### src/design/mqttd_pkg.sv
// Shared types and constants for the MQTT packet deframer.
package mqttd_pkg;

  localparam int BYTE_W  = 8;
  localparam int LEN_W   = 28;
  localparam int GROUP_W = 7;
  localparam int CNT_W   = 2;
  localparam int CONT_BIT = 7;

  localparam logic [LEN_W-1:0] LEN_MAX = {LEN_W{1'b1}};

  // Framing phase codes
  localparam logic [1:0] PH_HEADER = 2'd0;
  localparam logic [1:0] PH_LENGTH = 2'd1;
  localparam logic [1:0] PH_BODY   = 2'd2;

  // Byte role codes
  localparam logic [1:0] ROLE_HEADER = 2'd0;
  localparam logic [1:0] ROLE_LENGTH = 2'd1;
  localparam logic [1:0] ROLE_BODY   = 2'd2;

  // Error codes
  localparam logic [1:0] ERR_NONE      = 2'd0;
  localparam logic [1:0] ERR_MALFORMED = 2'd1;
  localparam logic [1:0] ERR_OVERSIZE  = 2'd2;

  typedef struct packed {
    logic [BYTE_W-1:0] data_byte;
    logic [1:0]        byte_role;
    logic [BYTE_W-1:0] header_value;
    logic [LEN_W-1:0]  length_value;
    logic              length_done;
    logic              last_of_packet;
    logic [1:0]        error_code;
  } res_t;

endpackage

### src/design/mqttd_in_if.sv
// Input channel interface: one received byte per transaction.
interface mqttd_in_if;
  logic       valid;
  logic       ready;
  logic [7:0] rx_byte;

  modport source (output valid, output rx_byte, input ready);
  modport sink   (input valid, input rx_byte, output ready);
endinterface

### src/design/mqttd_out_if.sv
// Result channel interface: one tagged byte per transaction.
interface mqttd_out_if;
  logic        valid;
  logic        ready;
  logic [7:0]  data_byte;
  logic [1:0]  byte_role;
  logic [7:0]  header_value;
  logic [27:0] length_value;
  logic        length_done;
  logic        last_of_packet;
  logic [1:0]  error_code;

  modport source (output valid, output data_byte, output byte_role, output header_value,
                  output length_value, output length_done, output last_of_packet,
                  output error_code, input ready);
  modport sink   (input valid, input data_byte, input byte_role, input header_value,
                  input length_value, input length_done, input last_of_packet,
                  input error_code, output ready);
endinterface

### src/design/mqtt_packet_deframer_unit.sv
// Top level of the MQTT packet deframer: config register, framer and result register.
//
// Usage:
//   rx  - input channel, one received stream byte per transaction (rx_byte).
//   res - result channel, one transaction per byte taken: the byte itself, its role
//         (header, remaining-length or body), the packet header, the decoded remaining
//         length, a length-complete flag, a last-of-packet mark and an error code.
//   cfg_we / cfg_wdata - write the maximum remaining length; write only while idle.
// A byte taken at an edge is loaded into the result register and appears on res after that edge.
// Throughput is one byte per cycle while the receiver keeps res ready; the framer's phase,
// length accumulator and body counter are all updated when the result register is loaded.
// Reset holds rx not ready, returns the framer to expecting a header byte, empties the
// result register and sets the maximum remaining length to its largest value.
// When the receiver stalls, the result register holds its transaction and rx stays
// ready only if that register is being emptied in the same cycle; nothing is lost.
// A length field still continuing on its last permitted byte is flagged malformed and
// ends the packet; a length above the maximum is flagged oversize and the body still
// passes through.
module mqtt_packet_deframer_unit #(
  parameter int MAX_LENGTH_BYTES = 4
) (
  input  logic                         clk,
  input  logic                         rst,
  mqttd_in_if.sink                     rx,
  mqttd_out_if.source                  res,
  input  logic                         cfg_we,
  input  logic [mqttd_pkg::LEN_W-1:0]  cfg_wdata
);
  import mqttd_pkg::*;

  logic [LEN_W-1:0] max_len;
  logic             accept;
  logic             out_valid;
  res_t             step_res;
  res_t             out_q;

  // Take a new byte out of reset whenever the result register is empty or being drained.
  assign rx.ready = !rst && (!out_valid || res.ready);
  assign accept   = rx.valid && rx.ready;

  always_ff @(posedge clk) begin
    if (rst) begin
      max_len <= LEN_MAX;
    end else if (cfg_we) begin
      max_len <= cfg_wdata;
    end
  end

  mqttd_framer #(
    .MAX_LENGTH_BYTES (MAX_LENGTH_BYTES)
  ) u_framer (
    .clk     (clk),
    .rst     (rst),
    .step    (accept),
    .rx_byte (rx.rx_byte),
    .max_len (max_len),
    .result  (step_res)
  );

  // Result register: load on every taken byte, hold while the receiver stalls.
  always_ff @(posedge clk) begin
    if (rst) begin
      out_valid <= 1'b0;
    end else if (accept) begin
      out_valid <= 1'b1;
    end else if (res.ready) begin
      out_valid <= 1'b0;
    end
  end

  always_ff @(posedge clk) begin
    if (accept) begin
      out_q <= step_res;
    end
  end

  assign res.valid          = out_valid;
  assign res.data_byte      = out_q.data_byte;
  assign res.byte_role      = out_q.byte_role;
  assign res.header_value   = out_q.header_value;
  assign res.length_value   = out_q.length_value;
  assign res.length_done    = out_q.length_done;
  assign res.last_of_packet = out_q.last_of_packet;
  assign res.error_code     = out_q.error_code;

  // A header byte carries itself as header and nothing decoded yet.
  a_header_clean: assert property (@(posedge clk) disable iff (rst)
    (out_valid && out_q.byte_role == ROLE_HEADER) |->
      (out_q.header_value == out_q.data_byte && !out_q.length_done &&
       !out_q.last_of_packet && out_q.error_code == ERR_NONE))
    else $error("header byte result not clean");

  // Length reads zero until the field is complete.
  a_len_zero: assert property (@(posedge clk) disable iff (rst)
    (out_valid && !out_q.length_done) |-> (out_q.length_value == '0))
    else $error("length reported before field complete");

  // A malformed length field always ends the packet on a length byte.
  a_malformed_ends: assert property (@(posedge clk) disable iff (rst)
    (out_valid && out_q.error_code == ERR_MALFORMED) |->
      (out_q.last_of_packet && out_q.byte_role == ROLE_LENGTH))
    else $error("malformed length not closing packet");

  // The byte after a packet's last byte is a header.
  a_header_follows: assert property (@(posedge clk) disable iff (rst)
    (accept && out_valid && res.ready && out_q.last_of_packet) |=>
      (out_q.byte_role == ROLE_HEADER))
    else $error("packet end not followed by header");

  // Nothing is shown in the cycle after reset.
  a_reset_empty: assert property (@(posedge clk) $past(rst) |-> !out_valid)
    else $error("result valid straight after reset");

endmodule

### src/design/mqttd_framer.sv
// Framing state machine: classifies each byte and decodes the remaining length.
module mqttd_framer #(
  parameter int MAX_LENGTH_BYTES = 4
) (
  input  logic                                clk,
  input  logic                                rst,
  input  logic                                step,
  input  logic [mqttd_pkg::BYTE_W-1:0]        rx_byte,
  input  logic [mqttd_pkg::LEN_W-1:0]         max_len,
  output mqttd_pkg::res_t                     result
);
  import mqttd_pkg::*;

  localparam logic [CNT_W-1:0] CNT_LAST = CNT_W'(MAX_LENGTH_BYTES - 1);

  logic [1:0]        phase, phase_next;
  logic [BYTE_W-1:0] held_header, held_header_next;
  logic [LEN_W-1:0]  acc, acc_next;
  logic [CNT_W-1:0]  cnt, cnt_next;
  logic [LEN_W-1:0]  left, left_next;
  logic              oversize, oversize_next;

  logic [4:0]        shamt;
  logic [LEN_W-1:0]  acc_or;
  logic [LEN_W-1:0]  left_dec;
  logic              over_max;

  always_comb begin
    unique case (cnt)
      2'd0:    shamt = 5'd0;
      2'd1:    shamt = 5'd7;
      2'd2:    shamt = 5'd14;
      default: shamt = 5'd21;
    endcase
  end

  assign acc_or   = acc | (LEN_W'(rx_byte[GROUP_W-1:0]) << shamt);
  assign over_max = acc_or > max_len;
  assign left_dec = left - LEN_W'(1);

  always_comb begin
    phase_next       = phase;
    held_header_next = held_header;
    acc_next         = acc;
    cnt_next         = cnt;
    left_next        = left;
    oversize_next    = oversize;

    result.data_byte      = rx_byte;
    result.byte_role      = ROLE_HEADER;
    result.header_value   = held_header;
    result.length_value   = '0;
    result.length_done    = 1'b0;
    result.last_of_packet = 1'b0;
    result.error_code     = ERR_NONE;

    unique case (phase)
      PH_LENGTH: begin
        result.byte_role = ROLE_LENGTH;
        acc_next         = acc_or;
        cnt_next         = cnt + CNT_W'(1);
        if (rx_byte[CONT_BIT]) begin
          if (cnt == CNT_LAST) begin
            // overlong field: drop the packet, restart on the next byte
            phase_next            = PH_HEADER;
            result.last_of_packet = 1'b1;
            result.error_code     = ERR_MALFORMED;
          end
        end else begin
          oversize_next      = over_max;
          result.length_done = 1'b1;
          result.error_code  = over_max ? ERR_OVERSIZE : ERR_NONE;
          if (acc_or == '0) begin
            phase_next            = PH_HEADER;
            result.last_of_packet = 1'b1;
          end else begin
            phase_next          = PH_BODY;
            left_next           = acc_or;
            result.length_value = acc_or;
          end
        end
      end
      PH_BODY: begin
        left_next             = left_dec;
        result.byte_role      = ROLE_BODY;
        result.length_value   = acc;
        result.length_done    = 1'b1;
        result.last_of_packet = (left_dec == '0);
        result.error_code     = oversize ? ERR_OVERSIZE : ERR_NONE;
        if (left_dec == '0) begin
          phase_next = PH_HEADER;
        end
      end
      default: begin
        held_header_next    = rx_byte;
        acc_next            = '0;
        cnt_next            = '0;
        left_next           = '0;
        oversize_next       = 1'b0;
        phase_next          = PH_LENGTH;
        result.header_value = rx_byte;
      end
    endcase
  end

  always_ff @(posedge clk) begin
    if (rst) begin
      phase <= PH_HEADER;
    end else if (step) begin
      phase <= phase_next;
    end
  end

  always_ff @(posedge clk) begin
    if (step) begin
      held_header <= held_header_next;
      acc         <= acc_next;
      cnt         <= cnt_next;
      left        <= left_next;
      oversize    <= oversize_next;
    end
  end

endmodule

### src/flat_wrapper.sv
// flat-port wrapper written by rule: the top's interface ports become plain ports
module mqtt_packet_deframer_unit_flat import mqttd_pkg::*;
#(
  parameter int MAX_LENGTH_BYTES = 4
)
  (clk, rst, cfg_we, cfg_wdata, rx_valid, rx_rx_byte, rx_ready, res_valid, res_data_byte, res_byte_role, res_header_value, res_length_value, res_length_done, res_last_of_packet, res_error_code, res_ready);
  mqttd_in_if rx_i ();
  mqttd_out_if res_i ();
  input  logic clk;
  input  logic rst;
  input  logic cfg_we;
  input  logic [mqttd_pkg::LEN_W-1:0] cfg_wdata;
  input wire logic [$bits(rx_i.valid)-1:0] rx_valid;
  input wire logic [$bits(rx_i.rx_byte)-1:0] rx_rx_byte;
  output wire logic [$bits(rx_i.ready)-1:0] rx_ready;
  output wire logic [$bits(res_i.valid)-1:0] res_valid;
  output wire logic [$bits(res_i.data_byte)-1:0] res_data_byte;
  output wire logic [$bits(res_i.byte_role)-1:0] res_byte_role;
  output wire logic [$bits(res_i.header_value)-1:0] res_header_value;
  output wire logic [$bits(res_i.length_value)-1:0] res_length_value;
  output wire logic [$bits(res_i.length_done)-1:0] res_length_done;
  output wire logic [$bits(res_i.last_of_packet)-1:0] res_last_of_packet;
  output wire logic [$bits(res_i.error_code)-1:0] res_error_code;
  input wire logic [$bits(res_i.ready)-1:0] res_ready;
  assign rx_i.valid = rx_valid;
  assign rx_i.rx_byte = rx_rx_byte;
  assign rx_ready = rx_i.ready;
  assign res_valid = res_i.valid;
  assign res_data_byte = res_i.data_byte;
  assign res_byte_role = res_i.byte_role;
  assign res_header_value = res_i.header_value;
  assign res_length_value = res_i.length_value;
  assign res_length_done = res_i.length_done;
  assign res_last_of_packet = res_i.last_of_packet;
  assign res_error_code = res_i.error_code;
  assign res_i.ready = res_ready;
  mqtt_packet_deframer_unit #(.MAX_LENGTH_BYTES(MAX_LENGTH_BYTES)) u_core (.clk(clk), .rst(rst), .rx(rx_i), .res(res_i), .cfg_we(cfg_we), .cfg_wdata(cfg_wdata));
endmodule
### config.mk
export PLATFORM = sky130hd
export DESIGN_NAME = mqtt_packet_deframer_unit_flat
export DESIGN_NICKNAME = d
export VERILOG_FILES = /design/src/design/mqttd_pkg.sv /design/src/design/mqttd_in_if.sv /design/src/design/mqttd_out_if.sv /design/src/design/mqtt_packet_deframer_unit.sv /design/src/design/mqttd_framer.sv /design/src/flat_wrapper.sv
export SDC_FILE = /design/constraint.sdc
export NUM_CORES = 1
export LEC_CHECK = 0
export BUFFER_PORTS_ARGS = -buffer_cell sky130_fd_sc_hd__buf_2
export CAP_MARGIN = 20
export CORE_MARGIN = 1.5
export CORE_UTILIZATION = 30
export CTS_BUF_LIST = sky130_fd_sc_hd__clkbuf_2 sky130_fd_sc_hd__clkbuf_4 sky130_fd_sc_hd__clkbuf_8
export DETAILED_ROUTE_END_ITERATION = 6
export MAX_ROUTING_LAYER = met4
export PLACE_DENSITY = 0.45
export SYNTH_ARGS = -nofsm -noshare
export SYNTH_HDL_FRONTEND = slang
export SYNTH_SLANG_ARGS = --single-unit
### constraint.sdc
create_clock -name clk -period 5.5 [get_ports clk]
set_input_delay 0.55 -clock clk [delete_from_list [all_inputs] [get_ports clk]]
set_output_delay 0.55 -clock clk [all_outputs]
set_load 0.02 [all_outputs]
==> summary.md <==
| Metric | Value |
|---|---|
| Die height | `roughly 160 um` |
| Level count of the clock H-tree | `4` |
| Root buffer cell | `clkbuf_8` |
| Final wirelength | `about 23000 um` |
| Async S/R FF share, synth | `0%` |
| Synth cell types | `69` |
| Vias in the first global route | `around 5800` |
| Layout cell share with drive strength beyond 1 | `19.74%` |
| Clock transition at path regs | `90 ps` |
| Status | `finished clean` |
| Critical Path End Type | `flop` |
| Pin count of the biggest net entering global routing | `between 50 and 60` |
| Nets | `roughly 900` |
| HP Class | `primary input to flop` |
| Synth warnings | `0` |
| Global-route wire length before repair | `35170 um` |
| DR WL/cell | `approximately 20 um` |
| Syn Nets | `between 800 and 900` |
| # rows | `58` |
| GRT overflow | `0` |
| Crit path time final | `around 4600 ps` |
| Antenna Cells | `0` |
| Final hold viol count | `0` |
| Vias per cell | `5.208` |
| Via count | `approximately 6000` |
| Worst Setup SP | `u_core.u_framer.cnt[0]` |
| Leak | `roughly 3.6 nW` |
| CP max FO | `23` |
| Die Wd | `163.4 um` |
| Core area | `about 0.025 mm2` |
| Main combinational cell family by area after synthesis | `simple AND/OR/NAND/NOR gates` |
| Iter 0 DRT Violations | `about 430` |
| PwrDens | `260.3 mW/mm2` |
| Post-CTS sizing | `0` |
| Core Util, Final | `around a third` |
| Reg2reg end | `u_core.res.error_code[1]` |
| Required time of the critical path | `between 5000 and 6000 ps` |
| Routability cong. | `about 0.9` |
| Worst rel slew slack | `between 20% and 30%` |
| Clock Tree Buf Depth | `2` |
| Simple-Gate Fraction of Synth Area | `17.11%` |
| Total GRT Usage | `18.32%` |
| Worst setup endpoint | `u_core.res.error_code[1]` |
| Worst r2r path cells | `14` |
| Sequential-to-total area share from yosys stat | `between 50% and 60%` |
| Compound-cell area share of the yosys netlist | `17.06%` |
| Post-CTS Setup Inserts | `0` |
| # hold bufs at CTS | `0` |
| Synth Area in XOR/XNOR | `under 10%` |
| Syn_area_per_cell | `roughly 10 um2` |
| ANT nets after route | `0` |
| Full die area | `approximately 0.027 mm2` |
| RSZ-0062 raised after global routing | `no` |
| Number of synthesized register bits | `between 100 and 150` |
| Setup violations, final | `0` |
| Post-synth EDFFs | `roughly 110` |
| DRC | `0` |
| Sum of negative setup slack | `0 ps` |
| Main flop type after synthesis | `edfxtp_1` |
| Final HPWL DP | `around 17000 um` |
| Initial core utilization | `between 30 and 40%` |
| Synth Area in Adders | `under 10%` |
| Number of max-cap violations | `0` |
| Max frequency | `between 200 and 250 MHz` |
| Slew Limit Fails | `0` |
| Proportion of synthesized area in mux cells | `between 2 and 2.5%` |
| Pre-antenna DRT Iters | `5` |
| Peak supply drop | `about 0.12 mV` |
| I/O pin cnt | `93` |
| Final Skew | `approximately 14 ps` |
| Syn Inst Count | `~740` |
| Clock sinks | `140` |
| Crit path arrival time | `4820 ps` |
| I/O Buffers | `just over 90` |
| Inserted Clock Buffers | `17` |
| Fill cells | `2613` |
| Slew @ Worst Pin | `about 1100 ps` |
| Type of the worst setup path | `flop to flop` |
| Setup crit start kind | `flop` |
| Setup slack, reg-to-reg | `~890 ps` |
| Area growth, synth to finish | `14.65%` |
| Syn Std Cell Area | `0.007721 mm2` |
| CTS tree | `done` |
| Reg2reg start | `u_core.u_framer.cnt[0]` |
| Hold slack final | `304.0 ps` |
| Initial antenna violation count | `0` |
| Final period util | `roughly 84%` |
| Skew-Pair Late Insertion Delay | `approximately 460 ps` |
layout make-up:
class                      count  area, um2  share of cell area (%)
inverter                      51      191.4                   2.163
multi-input combinational    508       3485                   39.36
sequential                   140       3894                   43.99
tap                          330      412.9                   4.664
timing repair buffer         100      520.5                   5.880
clock buffer                  17      234.0                   2.643
clock inverter                15      115.1                   1.300
power by group:
group | total, mW | switching, mW | internal, mW
clock | 0.766 | 0.448 | 0.317
combinational | 0.322 | 0.209 | 0.113
sequential | 1.22 | 0.0288 | 1.19
total | 2.30 | 0.686 | 1.62
per-stage QoR:
| stage | total power, mW | std cells | cell area (um2) | setup slack [ps] |
|---|---|---|---|---|
| 2_1_floorplan | 1.445 | 737 | 7721 | 1490 |
| 3_3_place_gp | 1.567 | 1129 | 8503 | 1075 |
| 3_5_place_dp | 1.562 | 1129 | 8503 | 989.6 |
| 4_1_cts | 2.340 | 1161 | 8852 | 960.8 |
| 5_1_grt | 2.417 | 1161 | 8852 | 672.6 |
| 6_report | 2.305 | 1161 | 8852 | 892.8 |
worst max-delay path, cell delays in order, from the launching register on:
cell       delay, ps
edfxtp_1         430
ha_1             690
or2_1            400
mux2_2           370
a31oi_1          310
o21ai_0          240
ha_1             340
a21o_1           160
a21o_1           160
a21o_1           170
a21o_1           170
a221o_1          350
a2bb2oi_1        160
o211ai_1         130
a32o_1           260
layout by cell type (no fill, tap or decap), types with 4 or more instances in the layout:
cell      count
edfxtp_1    109
buf_2        92
nand2_1      69
nor2_1       52
inv_1        50
a21oi_1      39
ha_1         37
dfxtp_1      31
o211ai_1     29
a22o_1       27
a21o_1       21
and2_1       19
clkbuf_8     17
nor2b_1      15
o21ai_0      15
xor2_1       15
nor4_1       13
nor3_1       12
mux2i_1      10
nand3_1       9
nand2b_1      8
o21bai_1      8
buf_4         8
nand4_1       7
xnor2_1       6
clkinv_4      6
or3b_2        5
a211oi_1      5
or3_1         5
a31oi_1       5
and3_1        5
nor4b_1       4
mux2_2        4
a31o_2        4
a221o_1       4
clkinv_2      4
inv_6         4
synth_stat cells, types with 19 or more instances:
library cell | number | area, um2
inv_1 | 51 | 191.4
and2_1 | 19 | 118.9
nand2_1 | 69 | 259.0
o211ai_1 | 29 | 217.7
clkbuf_1 | 25 | 93.84
ha_1 | 37 | 462.9
a21oi_1 | 40 | 200.2
a22o_1 | 27 | 236.5
edfxtp_1 | 109 | 3273
nor2_1 | 54 | 202.7
a21o_1 | 21 | 157.7
dfxtp_1 | 31 | 620.6
state kept, by name, summed over array words and instances, names as in the netlist:
signal	flops
u_core.max_len	28
u_core.res.byte_role	2
u_core.res.data_byte	8
u_core.res.error_code	2
u_core.res.header_value	8
u_core.res.last_of_packet	1
u_core.res.length_done	1
u_core.res.length_value	28
u_core.res.valid	1
u_core.u_framer.acc	28
u_core.u_framer.cnt	2
u_core.u_framer.left	28
u_core.u_framer.oversize	1
u_core.u_framer.phase	2
kinds of logic (layout without fill, tap and decap cells):
group / Yosys count / in the layout
mux: 17 / 17
xor+xnor: 21 / 21
fa+ha+maj: 37 / 37
compound gates: 183 / 183
simple gates: 250 / 250
buf+inv: 89 / 183
flops: 140 / 140
metal layers:
metal  GRT usage (%)  vias up  routed length, um
met2           27.89      170              10600
met4           5.546        0                406
met3           2.819       21                941
met1           25.02     2973              11350
li1                -     2882                  -
met5               -        -                  0
worst min path at each step:
stage | start | to | cells past startpoint
after floorplan | u_core.max_len[0] | u_core.max_len[0] | 2
after global placement | u_core.u_framer.phase[1] | u_core.u_framer.phase[1] | 2
after detailed placement | u_core.u_framer.phase[1] | u_core.u_framer.phase[1] | 2
after CTS | cfg_wdata[11] | u_core.max_len[11] | 3
after global routing | cfg_wdata[11] | u_core.max_len[11] | 3
final | cfg_wdata[11] | u_core.max_len[11] | 3
No activity file was read; power rests on OpenSTA's default activity.
